<file path="src/rtl/alfl_pkg.sv">
`timescale 1ns / 1ps

package alfl_pkg;

  // command modes
  localparam logic [2:0] MODE_HEAD = 3'd0;
  localparam logic [2:0] MODE_TAIL = 3'd1;
  localparam logic [2:0] MODE_SORT = 3'd2;
  localparam logic [2:0] MODE_DEL  = 3'd3;
  localparam logic [2:0] MODE_WALK = 3'd4;

  // result status codes
  localparam logic [1:0] ST_OK    = 2'd0;
  localparam logic [1:0] ST_FULL  = 2'd1;
  localparam logic [1:0] ST_MISS  = 2'd2;
  localparam logic [1:0] ST_EMPTY = 2'd3;

  // most words one walk emits
  localparam int unsigned WALK_CAP   = 8;
  localparam int unsigned WALK_CNT_W = $clog2(WALK_CAP);

  typedef enum logic [1:0] {
    RD_FREE,
    RD_HEAD,
    RD_NEXT
  } rd_src_e;

  typedef enum logic [2:0] {
    EM_FULL,
    EM_MISS,
    EM_EMPTY,
    EM_INS,
    EM_DEL,
    EM_WALK
  } emit_sel_e;

  typedef struct packed {
    logic      latch;
    logic      rd_en;
    rd_src_e   rd_src;
    logic      pop_free;
    logic      set_cur_head;
    logic      advance;
    logic      wr_node;
    logic      wr_prev_idx;
    logic      head_idx;
    logic      mark_free;
    logic      unlink;
    logic      emit;
    emit_sel_e emit_sel;
  } alfl_cmd_t;

  typedef struct packed {
    logic [2:0] mode;
    logic       free_null;
    logic       head_null;
    logic       prev_null;
    logic       nxt_null;
    logic       byte_ge;
    logic       byte_eq;
    logic       walk_last;
    logic       out_free;
  } alfl_sts_t;

endpackage

</file>
<file path="src/rtl/alfl_ram.sv">
`timescale 1ns / 1ps

module alfl_ram #(
  parameter int unsigned WIDTH = 8,
  parameter int unsigned DEPTH = 8
) (
  input  logic                     clk_i,
  input  logic                     we_i,
  input  logic [$clog2(DEPTH)-1:0] waddr_i,
  input  logic [WIDTH-1:0]         wdata_i,
  input  logic                     re_i,
  input  logic [$clog2(DEPTH)-1:0] raddr_i,
  output logic [WIDTH-1:0]         rdata_o
);

  logic [WIDTH-1:0] mem_q [DEPTH];
  logic [WIDTH-1:0] rdata_q;

  always_ff @(posedge clk_i) begin
    if (we_i) begin
      mem_q[waddr_i] <= wdata_i;
    end
    if (re_i) begin
      rdata_q <= mem_q[raddr_i];
    end
  end

  assign rdata_o = rdata_q;

endmodule

</file>
<file path="src/rtl/alfl_ctrl.sv">
`timescale 1ns / 1ps

module alfl_ctrl (
  input  logic                clk_i,
  input  logic                rst_ni,
  input  logic                in_valid_i,
  output logic                in_ready_o,
  input  alfl_pkg::alfl_sts_t sts_i,
  output alfl_pkg::alfl_cmd_t cmd_o
);

  localparam logic [2:0] S_IDLE  = 3'd0;
  localparam logic [2:0] S_DISP  = 3'd1;
  localparam logic [2:0] S_ALLOC = 3'd2;
  localparam logic [2:0] S_CHK   = 3'd3;
  localparam logic [2:0] S_LINK  = 3'd4;
  localparam logic [2:0] S_LINK2 = 3'd5;
  localparam logic [2:0] S_DEL   = 3'd6;

  logic [2:0] state_q, state_d;
  alfl_pkg::alfl_cmd_t cmd;

  assign in_ready_o = (state_q == S_IDLE);
  assign cmd_o      = cmd;

  always_comb begin
    state_d = state_q;
    cmd     = '0;
    unique case (state_q)
      S_IDLE: begin
        if (in_valid_i) begin
          cmd.latch = 1'b1;
          state_d   = S_DISP;
        end
      end
      S_DISP: begin
        unique case (sts_i.mode) inside
          alfl_pkg::MODE_HEAD, alfl_pkg::MODE_TAIL, alfl_pkg::MODE_SORT: begin
            if (sts_i.free_null) begin
              if (sts_i.out_free) begin
                cmd.emit     = 1'b1;
                cmd.emit_sel = alfl_pkg::EM_FULL;
                state_d      = S_IDLE;
              end
            end else begin
              cmd.rd_en  = 1'b1;
              cmd.rd_src = alfl_pkg::RD_FREE;
              state_d    = S_ALLOC;
            end
          end
          alfl_pkg::MODE_DEL, alfl_pkg::MODE_WALK: begin
            if (sts_i.head_null) begin
              if (sts_i.out_free) begin
                cmd.emit     = 1'b1;
                cmd.emit_sel = (sts_i.mode == alfl_pkg::MODE_DEL) ?
                               alfl_pkg::EM_MISS : alfl_pkg::EM_EMPTY;
                state_d      = S_IDLE;
              end
            end else begin
              cmd.set_cur_head = 1'b1;
              cmd.rd_en        = 1'b1;
              cmd.rd_src       = alfl_pkg::RD_HEAD;
              state_d          = S_CHK;
            end
          end
          default: begin
            state_d = S_IDLE;
          end
        endcase
      end
      S_ALLOC: begin
        cmd.pop_free     = 1'b1;
        cmd.set_cur_head = 1'b1;
        if ((sts_i.mode == alfl_pkg::MODE_HEAD) || sts_i.head_null) begin
          state_d = S_LINK;
        end else begin
          cmd.rd_en  = 1'b1;
          cmd.rd_src = alfl_pkg::RD_HEAD;
          state_d    = S_CHK;
        end
      end
      S_CHK: begin
        unique case (sts_i.mode) inside
          alfl_pkg::MODE_TAIL, alfl_pkg::MODE_SORT: begin
            if ((sts_i.mode == alfl_pkg::MODE_SORT) && sts_i.byte_ge) begin
              state_d = S_LINK;
            end else begin
              cmd.advance = 1'b1;
              if (sts_i.nxt_null) begin
                state_d = S_LINK;
              end else begin
                cmd.rd_en  = 1'b1;
                cmd.rd_src = alfl_pkg::RD_NEXT;
              end
            end
          end
          alfl_pkg::MODE_DEL: begin
            if (sts_i.byte_eq) begin
              cmd.mark_free = 1'b1;
              state_d       = S_DEL;
            end else if (sts_i.nxt_null) begin
              if (sts_i.out_free) begin
                cmd.emit     = 1'b1;
                cmd.emit_sel = alfl_pkg::EM_MISS;
                state_d      = S_IDLE;
              end
            end else begin
              cmd.advance = 1'b1;
              cmd.rd_en   = 1'b1;
              cmd.rd_src  = alfl_pkg::RD_NEXT;
            end
          end
          alfl_pkg::MODE_WALK: begin
            if (sts_i.out_free) begin
              cmd.emit     = 1'b1;
              cmd.emit_sel = alfl_pkg::EM_WALK;
              if (sts_i.walk_last) begin
                state_d = S_IDLE;
              end else begin
                cmd.advance = 1'b1;
                cmd.rd_en   = 1'b1;
                cmd.rd_src  = alfl_pkg::RD_NEXT;
              end
            end
          end
          default: begin
            state_d = S_IDLE;
          end
        endcase
      end
      S_LINK: begin
        if (!sts_i.prev_null) begin
          cmd.wr_node = 1'b1;
          state_d     = S_LINK2;
        end else if (sts_i.out_free) begin
          cmd.wr_node  = 1'b1;
          cmd.head_idx = 1'b1;
          cmd.emit     = 1'b1;
          cmd.emit_sel = alfl_pkg::EM_INS;
          state_d      = S_IDLE;
        end
      end
      S_LINK2: begin
        if (sts_i.out_free) begin
          cmd.wr_prev_idx = 1'b1;
          cmd.emit        = 1'b1;
          cmd.emit_sel    = alfl_pkg::EM_INS;
          state_d         = S_IDLE;
        end
      end
      S_DEL: begin
        if (sts_i.out_free) begin
          cmd.unlink   = 1'b1;
          cmd.emit     = 1'b1;
          cmd.emit_sel = alfl_pkg::EM_DEL;
          state_d      = S_IDLE;
        end
      end
      default: begin
        state_d = S_IDLE;
      end
    endcase
  end

  always_ff @(posedge clk_i or negedge rst_ni) begin
    if (!rst_ni) begin
      state_q <= S_IDLE;
    end else begin
      state_q <= state_d;
    end
  end

endmodule

</file>
<file path="src/rtl/alfl_dp.sv">
`timescale 1ns / 1ps

module alfl_dp #(
  parameter int unsigned NODES = 8
) (
  input  logic                           clk_i,
  input  logic                           rst_ni,
  input  logic [2:0]                     mode_i,
  input  logic [7:0]                     value_i,
  input  alfl_pkg::alfl_cmd_t            cmd_i,
  output alfl_pkg::alfl_sts_t            sts_o,
  output logic                           out_valid_o,
  input  logic                           out_ready_i,
  output logic [1:0]                     status_o,
  output logic [$clog2(NODES+1)-1:0]     slot_o,
  output logic [7:0]                     item_value_o,
  output logic                           last_o
);

  localparam int unsigned IDX_W = $clog2(NODES + 1);
  localparam int unsigned AW    = $clog2(NODES);
  localparam logic [IDX_W-1:0] NIL = IDX_W'(NODES);

  function automatic logic is_nd(logic [IDX_W-1:0] x);
    return x < NIL;
  endfunction

  logic [2:0]       mode_q;
  logic [7:0]       val_q;
  logic [IDX_W-1:0] list_head_q, free_head_q, cur_q, prev_q, idx_q, saved_q;
  logic [alfl_pkg::WALK_CNT_W-1:0] k_q;
  logic [NODES-1:0] nv_q;
  logic [AW-1:0]    rd_addr_q;
  logic             rd_nv_q;

  logic             out_valid_q, last_q;
  logic [1:0]       status_q;
  logic [IDX_W-1:0] slot_q;
  logic [7:0]       item_q;

  logic             last_d;
  logic [1:0]       status_d;
  logic [IDX_W-1:0] slot_d;
  logic [7:0]       item_d;

  logic [IDX_W-1:0] rd_idx, next_rd, nxt_norm, nram_rdata, nwdata;
  logic [AW-1:0]    rd_addr, nwaddr;
  logic             nwe, out_free, walk_last;
  logic [7:0]       byte_rd;

  // link memory read: stored value once written, else its reset chain
  assign next_rd  = rd_nv_q ? nram_rdata :
                    ((rd_addr_q == '0) ? NIL : IDX_W'(rd_addr_q) - IDX_W'(1));
  assign nxt_norm = is_nd(next_rd) ? next_rd : NIL;

  always_comb begin
    case (cmd_i.rd_src)
      alfl_pkg::RD_FREE: rd_idx = free_head_q;
      alfl_pkg::RD_HEAD: rd_idx = list_head_q;
      alfl_pkg::RD_NEXT: rd_idx = next_rd;
      default:           rd_idx = next_rd;
    endcase
  end
  assign rd_addr = rd_idx[AW-1:0];

  always_comb begin
    nwe    = 1'b0;
    nwaddr = cur_q[AW-1:0];
    nwdata = free_head_q;
    if (cmd_i.mark_free) begin
      nwe = 1'b1;
    end else if (cmd_i.wr_node) begin
      nwe    = 1'b1;
      nwaddr = idx_q[AW-1:0];
      nwdata = cur_q;
    end else if (cmd_i.wr_prev_idx) begin
      nwe    = 1'b1;
      nwaddr = prev_q[AW-1:0];
      nwdata = idx_q;
    end else if (cmd_i.unlink && is_nd(prev_q)) begin
      nwe    = 1'b1;
      nwaddr = prev_q[AW-1:0];
      nwdata = saved_q;
    end
  end

  alfl_ram #(.WIDTH(IDX_W), .DEPTH(NODES)) u_next_ram (
    .clk_i   (clk_i),
    .we_i    (nwe),
    .waddr_i (nwaddr),
    .wdata_i (nwdata),
    .re_i    (cmd_i.rd_en),
    .raddr_i (rd_addr),
    .rdata_o (nram_rdata)
  );

  alfl_ram #(.WIDTH(8), .DEPTH(NODES)) u_byte_ram (
    .clk_i   (clk_i),
    .we_i    (cmd_i.wr_node),
    .waddr_i (idx_q[AW-1:0]),
    .wdata_i (val_q),
    .re_i    (cmd_i.rd_en),
    .raddr_i (rd_addr),
    .rdata_o (byte_rd)
  );

  assign out_free  = !out_valid_q || out_ready_i;
  assign walk_last = !is_nd(next_rd) ||
                     (k_q == alfl_pkg::WALK_CNT_W'(alfl_pkg::WALK_CAP - 1));

  always_comb begin
    sts_o.mode      = mode_q;
    sts_o.free_null = !is_nd(free_head_q);
    sts_o.head_null = !is_nd(list_head_q);
    sts_o.prev_null = !is_nd(prev_q);
    sts_o.nxt_null  = !is_nd(next_rd);
    sts_o.byte_ge   = (byte_rd >= val_q);
    sts_o.byte_eq   = (byte_rd == val_q);
    sts_o.walk_last = walk_last;
    sts_o.out_free  = out_free;
  end

  // result word contents for the selected kind
  always_comb begin
    status_d = alfl_pkg::ST_OK;
    slot_d   = NIL;
    item_d   = val_q;
    last_d   = 1'b1;
    case (cmd_i.emit_sel)
      alfl_pkg::EM_FULL:  status_d = alfl_pkg::ST_FULL;
      alfl_pkg::EM_MISS:  status_d = alfl_pkg::ST_MISS;
      alfl_pkg::EM_EMPTY: status_d = alfl_pkg::ST_EMPTY;
      alfl_pkg::EM_INS:   slot_d   = idx_q;
      alfl_pkg::EM_DEL:   slot_d   = cur_q;
      alfl_pkg::EM_WALK: begin
        slot_d = cur_q;
        item_d = byte_rd;
        last_d = walk_last;
      end
      default: status_d = alfl_pkg::ST_OK;
    endcase
  end

  always_ff @(posedge clk_i or negedge rst_ni) begin
    if (!rst_ni) begin
      list_head_q <= NIL;
      free_head_q <= IDX_W'(NODES - 1);
      nv_q        <= '0;
      rd_nv_q     <= 1'b0;
      k_q         <= '0;
      out_valid_q <= 1'b0;
    end else begin
      if (cmd_i.latch) begin
        k_q <= '0;
      end else if (cmd_i.emit && (cmd_i.emit_sel == alfl_pkg::EM_WALK)) begin
        k_q <= k_q + 1'b1;
      end
      if (cmd_i.pop_free) begin
        free_head_q <= next_rd;
      end
      if (cmd_i.unlink) begin
        free_head_q <= cur_q;
        if (!is_nd(prev_q)) begin
          list_head_q <= saved_q;
        end
      end
      if (cmd_i.head_idx) begin
        list_head_q <= idx_q;
      end
      if (nwe) begin
        nv_q[nwaddr] <= 1'b1;
      end
      if (cmd_i.rd_en) begin
        rd_nv_q <= nv_q[rd_addr];
      end
      if (cmd_i.emit) begin
        out_valid_q <= 1'b1;
      end else if (out_ready_i) begin
        out_valid_q <= 1'b0;
      end
    end
  end

  always_ff @(posedge clk_i) begin
    if (cmd_i.latch) begin
      mode_q <= mode_i;
      val_q  <= value_i;
    end
    if (cmd_i.rd_en) begin
      rd_addr_q <= rd_addr;
    end
    if (cmd_i.pop_free) begin
      idx_q <= free_head_q;
    end
    if (cmd_i.set_cur_head) begin
      cur_q  <= list_head_q;
      prev_q <= NIL;
    end else if (cmd_i.advance) begin
      prev_q <= cur_q;
      cur_q  <= nxt_norm;
    end
    if (cmd_i.mark_free) begin
      saved_q <= nxt_norm;
    end
    if (cmd_i.emit) begin
      status_q <= status_d;
      slot_q   <= slot_d;
      item_q   <= item_d;
      last_q   <= last_d;
    end
  end

  assign out_valid_o  = out_valid_q;
  assign status_o     = status_q;
  assign slot_o       = slot_q;
  assign item_value_o = item_q;
  assign last_o       = last_q;

endmodule

</file>
<file path="src/rtl/array_linked_list_with_free_list.sv">
// Array-backed singly linked list of bytes with a free list. A pool of NODES nodes, each a byte
// and a link, sits in two small RAMs; free nodes are chained from a free head and the used ones
// form one list from the list head (a link equal to NODES is null). mode_i selects insert at
// head, insert at tail, insert in ascending order, delete first match, or walk; modes five to
// seven return nothing. Inserts and deletes return one word with status (ok, no free node, byte
// not found) and the node index used or freed; a walk returns one word per element with last_o
// on the tail element, at most eight words, or a single "list empty" word. One command is in
// work at a time. An insert into a full pool emits its "no free node" word from dispatch; else
// an insert takes a node from the free list, a tail or sorted insert then walks the list to
// its place, and the new node's link is written, together with the list head or, behind an
// existing node, with the predecessor's link in a further step. A delete searches node by
// node, frees the match and unlinks it; a walk emits one word per cycle unless a held result
// word stalls it. The next command word is taken only after the final result word is loaded.
// The single read port of the link memory, one node per cycle, sets the traversal pace; a held
// result word stalls the sequencer at its emitting step. No clearing pass is needed after
// reset; the reset link chain is served by per-node written flags.
`timescale 1ns / 1ps

module array_linked_list_with_free_list #(
  parameter int unsigned NODES = 8
) (
  input  logic                       clk_i,
  input  logic                       rst_ni,
  // command word
  input  logic                       in_valid_i,
  output logic                       in_ready_o,
  input  logic [2:0]                 mode_i,
  input  logic [7:0]                 value_i,
  // result word
  output logic                       out_valid_o,
  input  logic                       out_ready_i,
  output logic [1:0]                 status_o,
  output logic [$clog2(NODES+1)-1:0] slot_o,
  output logic [7:0]                 item_value_o,
  output logic                       last_o
);

  // command and status between sequencer and datapath
  alfl_pkg::alfl_cmd_t cmd;
  alfl_pkg::alfl_sts_t sts;

  // sequencer: dispatch, allocate, traverse, relink, emit
  alfl_ctrl u_ctrl (
    .clk_i      (clk_i),
    .rst_ni     (rst_ni),
    .in_valid_i (in_valid_i),
    .in_ready_o (in_ready_o),
    .sts_i      (sts),
    .cmd_o      (cmd)
  );

  // node memories, head pointers, cursor and the result register
  alfl_dp #(.NODES(NODES)) u_dp (
    .clk_i        (clk_i),
    .rst_ni       (rst_ni),
    .mode_i       (mode_i),
    .value_i      (value_i),
    .cmd_i        (cmd),
    .sts_o        (sts),
    .out_valid_o  (out_valid_o),
    .out_ready_i  (out_ready_i),
    .status_o     (status_o),
    .slot_o       (slot_o),
    .item_value_o (item_value_o),
    .last_o       (last_o)
  );

endmodule

</file>
<file path="config.mk">
export PLATFORM = sky130hd
export DESIGN_NAME = array_linked_list_with_free_list
export DESIGN_NICKNAME = d
export VERILOG_FILES = /design/src/rtl/alfl_pkg.sv /design/src/rtl/alfl_ram.sv /design/src/rtl/alfl_ctrl.sv /design/src/rtl/alfl_dp.sv /design/src/rtl/array_linked_list_with_free_list.sv
export SDC_FILE = /design/constraint.sdc
export NUM_CORES = 1
export LEC_CHECK = 0
export BUFFER_PORTS_ARGS = -buffer_cell sky130_fd_sc_hd__buf_4
export CAP_MARGIN = 20
export CELL_PAD_IN_SITES_DETAIL_PLACEMENT = 2
export CELL_PAD_IN_SITES_GLOBAL_PLACEMENT = 2
export CORE_ASPECT_RATIO = 0.6
export CORE_MARGIN = 3
export CORE_UTILIZATION = 43
export DETAILED_ROUTE_END_ITERATION = 8
export PLACE_DENSITY = 0.79
export SLEW_MARGIN = 20
export SYNTH_ARGS = -nofsm -noshare
export SYNTH_HDL_FRONTEND = slang
export SYNTH_HIERARCHICAL = 1
export SYNTH_SLANG_ARGS = --single-unit
</file>
<file path="constraint.sdc">
create_clock -name clk_i -period 5.51 [get_ports clk_i]
set_input_delay 0.551 -clock clk_i [delete_from_list [all_inputs] [get_ports clk_i]]
set_output_delay 0.551 -clock clk_i [all_outputs]
set_load 0.02 [all_outputs]
</file>
==> reports/qor.csv, run 1 <==
stage,metric,value,unit
drt,first_pass_iters,5,
synthesis,yosysSeqAreaShare,62.64,%
die,die_x,184.7,um
grt,use_met3,6.039,%
synthesis,ys_seq_elements,177,
timing,slew_viol_final,0,
die,io_pins,32,
critical_path,path_max_fanout,25,
outcome,outcome,"complete, no violations",
die,core_region_area,18400,um^2
synthesis,yosysUniqueCellTypes,77,
power,leakage,3.382,nW
die,fp.dieH,113.2,um
timing,tightest_slew,1124,ps
timing,fmax,212.8,MHz
critical_path,worstSetupEndpointType,flop,
drt,wl_per_cell,27.83,um
clock_network,insertion_delay,450,ps
critical_path,crit_chain,"ha_1, nand2b_1, a21o_1, a21o_1, a21oi_1, o21ai_1, or3b_1, a211oi_2, o221a_2, a21bo_1, o22ai_4, inv_1, buf_4, mux4_1, mux2_2",
finish,finalNonFillerCells,842,
synthesis,yosys-top-cells-area,"edfxtp_1 (54%), mux4_1 (7.3%), dfrtp_1 (6.1%)",
clock_network,clockBufferDepth,2,
synthesis,synth_top_area_share,54.31,%
clock_network,cts_tree,built,
grt,grt_max_degree,30,
die,start_util,44.77,%
placed_design,dpl.cell_count,808,
drt,wirelength,23.43,mm
timing,holdWs,18.76,ps
timing,min_period_over_period,85.30,%
finish,area_growth,12.61,%
synthesis,yosys.area.top_type,edfxtp_1,
timing,rsz0062_at_grt,false,
timing,max-slew-margin-rel,24.79,%
run,drv_cap,0,
critical_path,worstPathArrival,4890,ps
finish,final_layout_size_suffix_gt1_share,21.26,%
grt,track_usage,23.18,%
grt,overflow,0,
worst_hold_path,hold_path_class,in -> async,
placed_design,dpl.hpwl,15.98,mm
placed_design,routabilityCongestion,0.8257,
finish,final_util,50.41,%
die,rows,38,
clock_network,cts.htree.levels,4,
critical_path,critical_path.most_common_cell,a21o_1,
die,die_area,20910,um^2
clock_network,ctsHoldBuffers,0,
drt,vias,5131,
drt,dr.first_iter.drc_count,378,
drt,via_per_inst,6.094,
clock_network,numCtsBuffers,17,
drt,final_antenna_net_count,0,
synthesis,ys.flop_type,edfxtp_1,
clock_network,cts_root_buf,clkbuf_16,
critical_path,critPathKind,reg -> reg,
placed_design,port_buffers,31,
grt,grt_pass1_wl,35.38,mm
clock_network,clk_pin_slew,90,ps
grt,use_met1,32.30,%
critical_path,cp.required,5700,ps
critical_path,critPathMaxStageDelay,540,ps
grt,busiest_layer,met2,
synthesis,synth_edf_count,149,
clock_network,postCtsSetupBuffers,0,
timing,finClkSkew,18.81,ps
grt,antenna_found_initial,0,
finish,nets,616,
timing,min_period,4700,ps
synthesis,synth_area,8238,um^2
synthesis,synthArstFlopShare,13.56,%
timing,final-setup-viol-count,0,
critical_path,cp-start-kind,flop,
power,ir_drop,0.0002507,V
synthesis,syn_nets,588,
critical_path,crit_slowest_cell,edfxtp_1,
timing,hold_viol,0,
finish,diodes,0,
drt,route.detailed.drc,0,
grt,grt.met2_usage,37.02,%
clock_network,cts_resized,0,
power,power_density,575.1,nW/um^2
timing,final.setup.tns,0,ps
synthesis,ys_warn_count,6,
synthesis,synth_cells,561,
clock_network,cts_sinks,177,
grt,grt_pass1_vias,5474,
synthesis,syn_avg_cell_area,14.68,um^2
-- worst paths after layout --
| path | from | end | slack [ps] | cells past startpoint |
|---|---|---|---|---|
| setup / recovery | u_dp/val_q[0] | u_dp/u_byte_ram/rdata_o[3] | 810 | 15 |
| hold / removal | rst_ni | u_dp/free_head_q[3] | 20 | 1 |
| setup reg to reg | u_dp/val_q[0] | u_dp/u_byte_ram/rdata_o[3] | 810 | 15 |
| hold reg to reg | u_dp/nv_q[4] | u_dp/nv_q[4] | 480 | 1 |
| max in group asynchronous | rst_ni | u_dp/free_head_q[1] | 5170 | 1 |
| min in group clk_i | value_i[4] | u_dp/val_q[4] | 290 | 1 |
-- through the flow --
step	total power, mW	instance area, um^2	worst slack, ps
2_1_floorplan	3.477	8238	1383
3_3_place_gp	3.890	8655	1185
3_5_place_dp	4.085	8655	901.7
4_1_cts	5.351	9244	854.7
5_1_grt	5.605	9276	571.4
6_report	5.335	9276	810.2
-- placed cells by master, fill, tap and decap left out, types with 4 or more instances in the layout --
master / n
mux4_1: 23
dfrtp_1: 20
nor3_1: 8
and2_1: 4
dfstp_2: 4
mux2_2: 26
a22o_1: 4
mux2i_1: 17
a22oi_1: 10
buf_4: 38
o21a_1: 7
edfxtp_1: 149
o211ai_1: 4
nor3b_1: 4
clkbuf_16: 17
nor2_1: 33
nand2b_1: 11
a31o_1: 6
dfxtp_1: 4
o21ai_0: 21
ha_1: 12
a21o_1: 7
or2_2: 5
inv_6: 5
o31ai_1: 4
nor2b_1: 5
inv_1: 21
nand3_1: 5
nand2_1: 36
a21oi_1: 11
a31oi_1: 5
inv_8: 5
-- layout make-up --
cell class	instances	area, um^2
well taps	240	300.3
repair buffers	39	296.5
clock buffers	17	425.4
flip-flops and latches	177	5160
inverters	24	90.09
multi-input cells	330	2840
fillers	1722	9124
clock inverters	15	163.9
-- sequential cells by signal, indices dropped and copies added (netlist names), 4 cells and up --
register,count
u_dp/list_head_q,4
u_dp/val_q,8
u_dp/item_value_o,8
u_dp/u_next_ram/rdata_o,4
u_dp/slot_o,4
u_dp/u_byte_ram/rdata_o,8
u_dp/saved_q,4
u_dp/u_byte_ram/mem_q,64
u_dp/cur_q,4
u_dp/u_next_ram/mem_q,32
u_dp/free_head_q,4
u_dp/nv_q,8
u_dp/prev_q,4
u_dp/idx_q,4
-- kinds of logic (layout without fill, tap and decap cells) --
logic type | after synthesis | in the layout | share of synthesized area (%)
AO/OA/AOI/OAI | 105 | 105 | 9.189
XOR/XNOR | 2 | 2 | 0.2127
adder cells (fa/ha/maj) | 12 | 12 | 1.823
buffers and inverters | 54 | 95 | 3.326
flip-flops | 177 | 177 | 62.64
multiplexers | 69 | 69 | 13.58
AND/OR/NAND/NOR | 142 | 142 | 9.235
-- critical path: cells and delay by family, from the launching register on --
family	cells	cell delay, ps
compound gates	8	1790
fa+ha+maj	1	370
buf+inv	2	350
flops	1	540
mux	2	830
simple gates	2	540
-- metal layers --
metal  wire [um]  part of all wire [%]
met3        1207                   5.2
met5           0                     0
met1       10970                    47
met4         182                  0.78
met2       11080                    47
-- where the power goes --
part	leakage (nW)	internal, mW	switching, mW
logic	1.42	0.814	1.10
clock network	0.289	0.648	0.585
registers	1.68	1.88	0.306
-- cell usage after synthesis (5+ instances only) --
cell type  count
edfxtp_1     149
nand2_1       36
nor2_1        34
mux2_2        26
mux4_1        23
inv_1         21
o21ai_0       21
dfrtp_1       20
mux2i_1       17
clkbuf_1      13
ha_1          12
a21oi_1       11
nand2b_1      11
a22oi_1       10
nor3_1        10
a21o_1         7
buf_4          7
o21a_1         7
a31o_1         6
a31oi_1        5
buf_2          5
nand3_1        5
nor2b_1        5
or2_2          5
Note: power is estimated with default switching activity, not from simulation.
==> inputs of run 2 (changes only) <==
--- a/config.mk
+++ b/config.mk
@@ -5,13 +5,15 @@
 export SDC_FILE = /design/constraint.sdc
 export NUM_CORES = 1
 export LEC_CHECK = 0
+export ABC_CLOCK_PERIOD_IN_PS = 3910
 export BUFFER_PORTS_ARGS = -buffer_cell sky130_fd_sc_hd__buf_4
 export CAP_MARGIN = 20
 export CELL_PAD_IN_SITES_DETAIL_PLACEMENT = 2
 export CELL_PAD_IN_SITES_GLOBAL_PLACEMENT = 2
 export CORE_ASPECT_RATIO = 0.6
 export CORE_MARGIN = 3
-export CORE_UTILIZATION = 43
+export CORE_UTILIZATION = 41
+export CTS_CLUSTER_SIZE = 8
 export DETAILED_ROUTE_END_ITERATION = 8
 export PLACE_DENSITY = 0.79
 export SLEW_MARGIN = 20
==> constraint.sdc (replaced) <==
create_clock -name clk_i -period 3.91 [get_ports clk_i]
set_input_delay 0.391 -clock clk_i [delete_from_list [all_inputs] [get_ports clk_i]]
set_output_delay 0.391 -clock clk_i [all_outputs]
set_load 0.02 [all_outputs]
==> reports/qor.csv, run 2 (synthesis gave the netlist of run 1 again) <==
stage,metric,value,unit,change
timing,slew_viol_final,0,,unchanged
critical_path,worstPathArrival,4110,ps,-780 ps
die,die_x,189.0,um,+2.3%
worst_hold_path,hold_path_class,in -> reg,,
timing,rsz0062_at_grt,true,,
worst_hold_path,whs_endpoint,u_dp/val_q[1],,
clock_network,clockBufferDepth,2,,unchanged
power,clockPowerShare,21.6,%,-1.5 points
finish,area_growth,16.84,%,
power,design_power_total,8.000,mW,+50%
placed_design,port_buffers,31,,unchanged
clock_network,insertion_delay,440,ps,about the same
finish,final_common_cell,edfxtp_1,,
finish,largest_reg_flops,64,,unchanged
worst_hold_path,hold_start,value_i[1],,
grt,overflow,0,,unchanged
power,seqPwrFrac,37.8,%,-3.2 points
clock_network,cts_tree,built,,
critical_path,critPathKind,reg -> reg,,
critical_path,critical_path.most_common_cell,a21o_1,,
critical_path,r2r-start,u_dp/val_q[1],,
clock_network,numCtsBuffers,17,,unchanged
drt,via_per_inst,5.790,,-5.0%
finish,finalNonFillerCells,902,,+7.1%
grt,track_usage,23.42,%,+0.24 points
critical_path,worstSetupEndpointType,flop,,
placed_design,dpl_cell_area,8921,um^2,+3.1%
die,die_area,21880,um^2,+4.7%
placed_design,dpl.hpwl,17.03,mm,+6.5%
power,ir_drop,0.0003295,V,+31%
outcome,violations,negative setup slack,,
finish,nets,650,,+5.5%
finish,final_layout_size_suffix_gt1_share,28.93,%,+7.7 points
worst_hold_path,min_delay_path_depth,1,,
finish,final_cell_mix,"edfxtp_1 (149), buf_4 (67), nand2_1 (35), nor2_1 (34), o21ai_0 (21)",,
critical_path,timing.rr.end,u_dp/u_byte_ram/rdata_o[3],,
run,drv_cap,0,,unchanged
grt,grt_pass1_vias,5773,,+5.5%
timing,tightest_slew,1080,ps,-43.59 ps
finish,design_area,9625,um^2,+3.8%
critical_path,r2r_slack,-2,ps,-810 ps
critical_path,cp-start-kind,flop,,
die,rows,39,,+2.6%
timing,final.setup.tns,-2.443,ps,-2.443 ps
drt,first_pass_iters,5,,unchanged
grt,grt_max_degree,30,,unchanged
drt,wl_per_cell,27.06,um,-2.8%
clock_network,clk_pin_slew,70,ps,-20 ps
timing,max-slew-margin-rel,27.70,%,+2.9 points
critical_path,reg2reg_depth,15,,unchanged
power,p_int,5.102,mW,+53%
timing,fmax,255.6,MHz,+20%
critical_path,cp.required,4100,ps,-1600 ps
critical_path,path_max_fanout,8,,-68%
finish,regMostFlops,u_dp/u_byte_ram/mem_q,,
timing,setup_slack,-2.443,ps,-812.6 ps
die,fp.dieH,115.8,um,+2.3%
drt,final_antenna_net_count,0,,unchanged
power,leakage,3.541,nW,+4.7%
timing,final-setup-viol-count,1,,+1
clock_network,cts_sinks,177,,unchanged
critical_path,critPathMaxStageDelay,460,ps,-80 ps
die,start_util,42.52,%,-2.2 points
grt,antenna_found_initial,0,,unchanged
critical_path,crit_chain,"inv_1, ha_4, a21o_1, a21o_1, a21oi_2, o21ai_1, or3b_4, a211oi_4, o221a_4, a21bo_1, o22ai_4, inv_4, buf_12, mux4_2, mux2_4",,
clock_network,cts.htree.levels,4,,unchanged
finish,diodes,0,,unchanged
die,core_region_area,19370,um^2,+5.3%
power,swShare,36.23,%,-1.1 points
drt,route.detailed.drc,0,,unchanged
critical_path,crit_slowest_cell,mux4_2,,
timing,min_period,3912,ps,-787.4 ps
power,p_sw,2.898,mW,+46%
drt,wirelength,24.41,mm,+4.2%
drt,dr.first_iter.drc_count,429,,+13%
outcome,outcome,"complete, but fails checks",,
placed_design,dpl.cell_count,865,,+7.1%
timing,finClkSkew,13.50,ps,-5.316 ps
placed_design,routabilityCongestion,0.8972,,+8.7%
timing,hold_viol,0,,unchanged
clock_network,cts_root_buf,clkbuf_16,,
power,power.share.combinational,40.6,%,+4.7 points
finish,top_regs,"u_dp/u_byte_ram/mem_q (64), u_dp/u_next_ram/mem_q (32)",,
timing,min_period_over_period,100.1,%,+15 points
drt,vias,5223,,+1.8%
grt,grt_pass1_wl,37.46,mm,+5.9%
power,power_density,831.1,nW/um^2,+45%
die,io_pins,32,,unchanged
## run 2: changes by cell type in the layout (fill, tap and decap cells not counted), sizes merged
cell         change
buf             +32
clkinv           +1
clkinvlp         +1
clkbuf           +5
bufinv           -1
inv              -5
dlygate4sd3      +1
## run 2: critical path: cells and delay by family, from the launching register on
kind,cells,cell delay (ps)
AOI/OAI and AO/OA,8,1460
muxes,2,730
DFF,1,430
buffers and inverters,3,410
and+or+nand+nor,1,400
adders and majority gates,1,230
## run 2: power by group through the flow
stage | Combinational, mW | Clock (mW) | Sequential (mW)
after floorplan | 2.09 | 0 | 2.91
after global placement | 2.77 | 0 | 3.01
after detailed placement | 3.00 | 0 | 3.05
after CTS | 3.23 | 1.77 | 3.01
after global routing | 3.51 | 1.85 | 3.07
final | 3.25 | 1.73 | 3.02
## run 2: routing by layer
layer | track usage [%] | share of wire (%) | up-vias | routed length (um)
met4 | 4.908 | 0.84 | 0 | 206
met2 | 39.41 | 48 | 138 | 11800
met5 | 0 | 0 | - | 0
li1 | - | - | 2288 | -
met3 | 5.985 | 5.8 | 18 | 1422
met1 | 31.27 | 45 | 2779 | 10980
## run 2: area by class of cell
cell class | count | area (um^2)
clock buffer | 21 | 514.2
multi-input combinational | 330 | 2836
timing repair buffer | 73 | 600.6
inverter | 24 | 92.59
fill | 1832 | 9747
sequential | 177 | 5160
tap | 266 | 332.8
clock inverter | 11 | 88.84
## run 2: how the worst max path moves through the flow
stage	from	slack, ps	endpoint	cells after the start
3_3_place_gp	u_dp/val_q[0]	100	u_dp/u_byte_ram/rdata_o[3]	15
2_1_floorplan	u_dp/val_q[0]	-130	u_dp/u_byte_ram/rdata_o[5]	16
4_1_cts	u_dp/u_byte_ram/rdata_o[0]	-20	u_dp/u_byte_ram/rdata_o[5]	16
6_report	u_dp/val_q[1]	-2	u_dp/u_byte_ram/rdata_o[3]	15
5_1_grt	u_dp/u_byte_ram/rdata_o[0]	-130	u_dp/u_next_ram/rdata_o[3]	16
3_5_place_dp	u_dp/u_byte_ram/rdata_o[0]	-70	u_dp/u_byte_ram/rdata_o[7]	16
## run 2: what timing repair did
| action | in CTS | in global routing |
|---|---|---|
| setup endpoints to repair | 12 | 12 |
| gates resized for setup | 21 | 3 |
| setup buffers | 2 | 0 |
| endpoints found under the hold margin | 20 | 0 |
| gates cloned | 1 | 0 |
| pin swaps | 4 | 2 |
| hold buffers | 1 | 0 |
## run 2: metrics by stage
step	utilization [%]	hold slack [ps]	setup slack (ps)
3_5_place_dp	46.05	340.4	-74.34
4_1_cts	49.57	111.2	-17.60
3_3_place_gp	46.05	328.4	100.5
6_report	49.69	126.6	-2.443
2_1_floorplan	-	95.41	-132.3
5_1_grt	49.69	108.6	-127.2
==> inputs of run 3 (changes only) <==
--- a/config.mk
+++ b/config.mk
@@ -8,14 +8,12 @@
 export ABC_CLOCK_PERIOD_IN_PS = 3910
 export BUFFER_PORTS_ARGS = -buffer_cell sky130_fd_sc_hd__buf_4
 export CAP_MARGIN = 20
-export CELL_PAD_IN_SITES_DETAIL_PLACEMENT = 2
-export CELL_PAD_IN_SITES_GLOBAL_PLACEMENT = 2
 export CORE_ASPECT_RATIO = 0.6
 export CORE_MARGIN = 3
-export CORE_UTILIZATION = 41
+export CORE_UTILIZATION = 43
 export CTS_CLUSTER_SIZE = 8
 export DETAILED_ROUTE_END_ITERATION = 8
-export PLACE_DENSITY = 0.79
+export PLACE_DENSITY = 0.64
 export SLEW_MARGIN = 20
 export SYNTH_ARGS = -nofsm -noshare
 export SYNTH_HDL_FRONTEND = slang
==> reports/qor.csv, run 3 (synthesis gave the netlist of run 1 again) <==
stage,metric,value,unit,change
finish,top_regs,"u_dp/u_byte_ram/mem_q (64), u_dp/u_next_ram/mem_q (32)",,
grt,grt_max_degree,30,,unchanged
timing,final-setup-viol-count,8,,+7
worst_hold_path,hold_start,value_i[6],,
placed_design,port_buffers,31,,unchanged
drt,dr.first_iter.drc_count,437,,+1.9%
finish,diodes,0,,unchanged
outcome,outcome,"complete, but fails checks",,
timing,setup_slack,-23.96,ps,-21.52 ps
drt,first_pass_iters,5,,unchanged
clock_network,insertion_delay,430,ps,about the same
finish,area_growth,19.47,%,
placed_design,dpl.cell_count,849,,-1.8%
timing,tightest_slew,834.9,ps,-245.6 ps
drt,vias,5107,,-2.2%
finish,register_area,5160,um^2,unchanged
timing,max-slew-margin-rel,42.75,%,+15 points
grt,track_usage,19.04,%,-4.4 points
critical_path,path_max_fanout,10,,+2
drt,final_antenna_net_count,0,,unchanged
critical_path,cp-start-kind,flop,,
worst_hold_path,whs_endpoint,u_dp/val_q[6],,
finish,regMostFlops,u_dp/u_byte_ram/mem_q,,
critical_path,critPathKind,reg -> reg,,
power,ir_drop,0.0005621,V,+71%
critical_path,reg2reg_depth,16,,+1
finish,multi_input_area,2879,um^2,+1.5%
drt,via_per_inst,5.732,,-1.0%
finish,final_cell_mix,"edfxtp_1 (149), buf_4 (76), nand2_1 (36), nor2_1 (34), o21ai_0 (21)",,
timing,min_period_over_period,100.6,%,+0.55 points
finish,finalNonFillerCells,891,,-1.2%
clock_network,numCtsBuffers,17,,unchanged
grt,grt_pass1_vias,5017,,-13%
clock_network,cts_tree,built,,
run,drv_cap,0,,unchanged
power,leakage,3.682,nW,+4.0%
grt,grt_pass1_wl,29.82,mm,-20%
drt,wl_per_cell,21.74,um,-20%
finish,nets,666,,+2.5%
die,start_util,44.77,%,+2.2 points
finish,final_common_cell,edfxtp_1,,
clock_network,cts.htree.levels,4,,unchanged
grt,antenna_found_initial,0,,unchanged
die,core_region_area,18400,um^2,-5.0%
finish,fill_cells,1494,,-18%
timing,final.setup.tns,-96.40,ps,-93.96 ps
worst_hold_path,hold_path_class,in -> reg,,
clock_network,clockBufferDepth,2,,unchanged
critical_path,worstPathArrival,4110,ps,about the same
die,io_pins,32,,unchanged
timing,fmax,254.2,MHz,-0.55%
critical_path,worstSetupEndpointType,flop,,
power,power_density,818.8,nW/um^2,-1.5%
die,die_area,20910,um^2,-4.5%
finish,largest_reg_flops,64,,unchanged
timing,rsz0062_at_grt,true,,
placed_design,routabilityCongestion,0.9044,,+0.80%
timing,finClkSkew,11.72,ps,-1.777 ps
timing,hold_viol,0,,unchanged
clock_network,clk_pin_slew,70,ps,about the same
timing,slew_viol_final,0,,unchanged
clock_network,cts_root_buf,clkbuf_16,,
placed_design,dpl.hpwl,13.23,mm,-22%
drt,route.detailed.drc,0,,unchanged
drt,wirelength,19.37,mm,-21%
critical_path,cp.required,4090,ps,about the same
outcome,violations,negative setup slack,,
grt,overflow,0,,unchanged
critical_path,timing.rr.end,u_dp/u_byte_ram/rdata_o[7],,
clock_network,cts_sinks,177,,unchanged
die,rows,38,,-2.6%
die,fp.dieH,113.2,um,-2.2%
critical_path,r2r_slack,-20,ps,-20 ps
finish,final_layout_size_suffix_gt1_share,29.80,%,+0.87 points
timing,min_period,3934,ps,+21.52 ps
die,die_x,184.7,um,-2.3%
worst_hold_path,min_delay_path_depth,1,,unchanged
critical_path,r2r-start,u_dp/u_byte_ram/rdata_o[0],,
-- run 3: changes by cell type in the layout (fill, tap and decap cells not counted), moves of 2 or more --
cell	before	now
clkinv_8	0	2
buf_4	67	76
mux4_1	5	12
mux4_2	19	12
buf_6	0	3
inv_8	1	4
clkinv_2	2	0
buf_12	2	5
-- run 3: report_power, final --
group	switching, mW	total (mW)	leakage [nW]	internal [mW]
combinational	1.69	3.37	1.72	1.68
clock	0.797	1.71	0.288	0.911
sequential	0.334	2.98	1.68	2.65
-- run 3: worst max-delay path by stage --
stage | start | to | slack [ps]
2_1_floorplan | u_dp/val_q[0] | u_dp/u_byte_ram/rdata_o[5] | -130
3_3_place_gp | u_dp/val_q[5] | u_dp/u_byte_ram/rdata_o[4] | 2
3_5_place_dp | u_dp/u_byte_ram/rdata_o[5] | u_dp/u_next_ram/rdata_o[3] | -130
4_1_cts | u_dp/u_byte_ram/rdata_o[0] | u_dp/u_next_ram/rdata_o[3] | 0.7
5_1_grt | u_dp/u_byte_ram/rdata_o[0] | u_dp/u_next_ram/rdata_o[0] | -160
6_report | u_dp/u_byte_ram/rdata_o[0] | u_dp/u_byte_ram/rdata_o[7] | -20
-- run 3: layout make-up --
type,count,share of cell area (%)
clock inverter,14,1.704
clock buffer,17,4.322
timing repair buffer,89,8.302
inverter,24,0.9408
multi-input combinational,330,29.25
sequential,177,52.43
tap,240,3.051
-- run 3: timing repair --
action,4_1_cts,5_1_grt
endpoints found under the hold margin,20,0
gates cloned,1,4
setup buffers,0,5
setup endpoints to repair,12,13
resized for setup,6,12
pin swaps,5,4
hold buffers,1,0
-- run 3: through the flow --
stage / setup WS [ps] / hold WS, ps / total power, mW / area (um^2) / utilization (%)
after floorplan: -132.3 / 95.41 / 5.002 / 8230 / -
after global placement: 1.693 / 320.2 / 5.828 / 8995 / 48.88
after detailed placement: -126.7 / 329.8 / 5.933 / 8995 / 48.88
after CTS: 0.6630 / 115.9 / 7.746 / 9642 / 52.40
after global routing: -164.8 / 108.4 / 8.470 / 9842 / 53.49
final: -23.96 / 130.3 / 8.059 / 9842 / 53.49
-- run 3: worst max-delay path: stages (launching register included) --
cell      delay, ps
edfxtp_1        390
inv_2           100
ha_4            210
nand2b_4        130
a21o_1          140
a21o_1          150
a21oi_2         150
o21ai_2          90
or3b_4          400
a211oi_4        290
o221a_4         240
a21bo_4         230
o22ai_4         160
inv_4           100
buf_12          160
mux4_1          450
mux2_4          280
-- run 3: per-layer routing --
metal  global-route usage [%]  share of wire [%]
met5                        0                  0
met3                    4.112                5.3
met4                    5.544                1.4
met1                    29.44                 49
met2                    27.03                 44
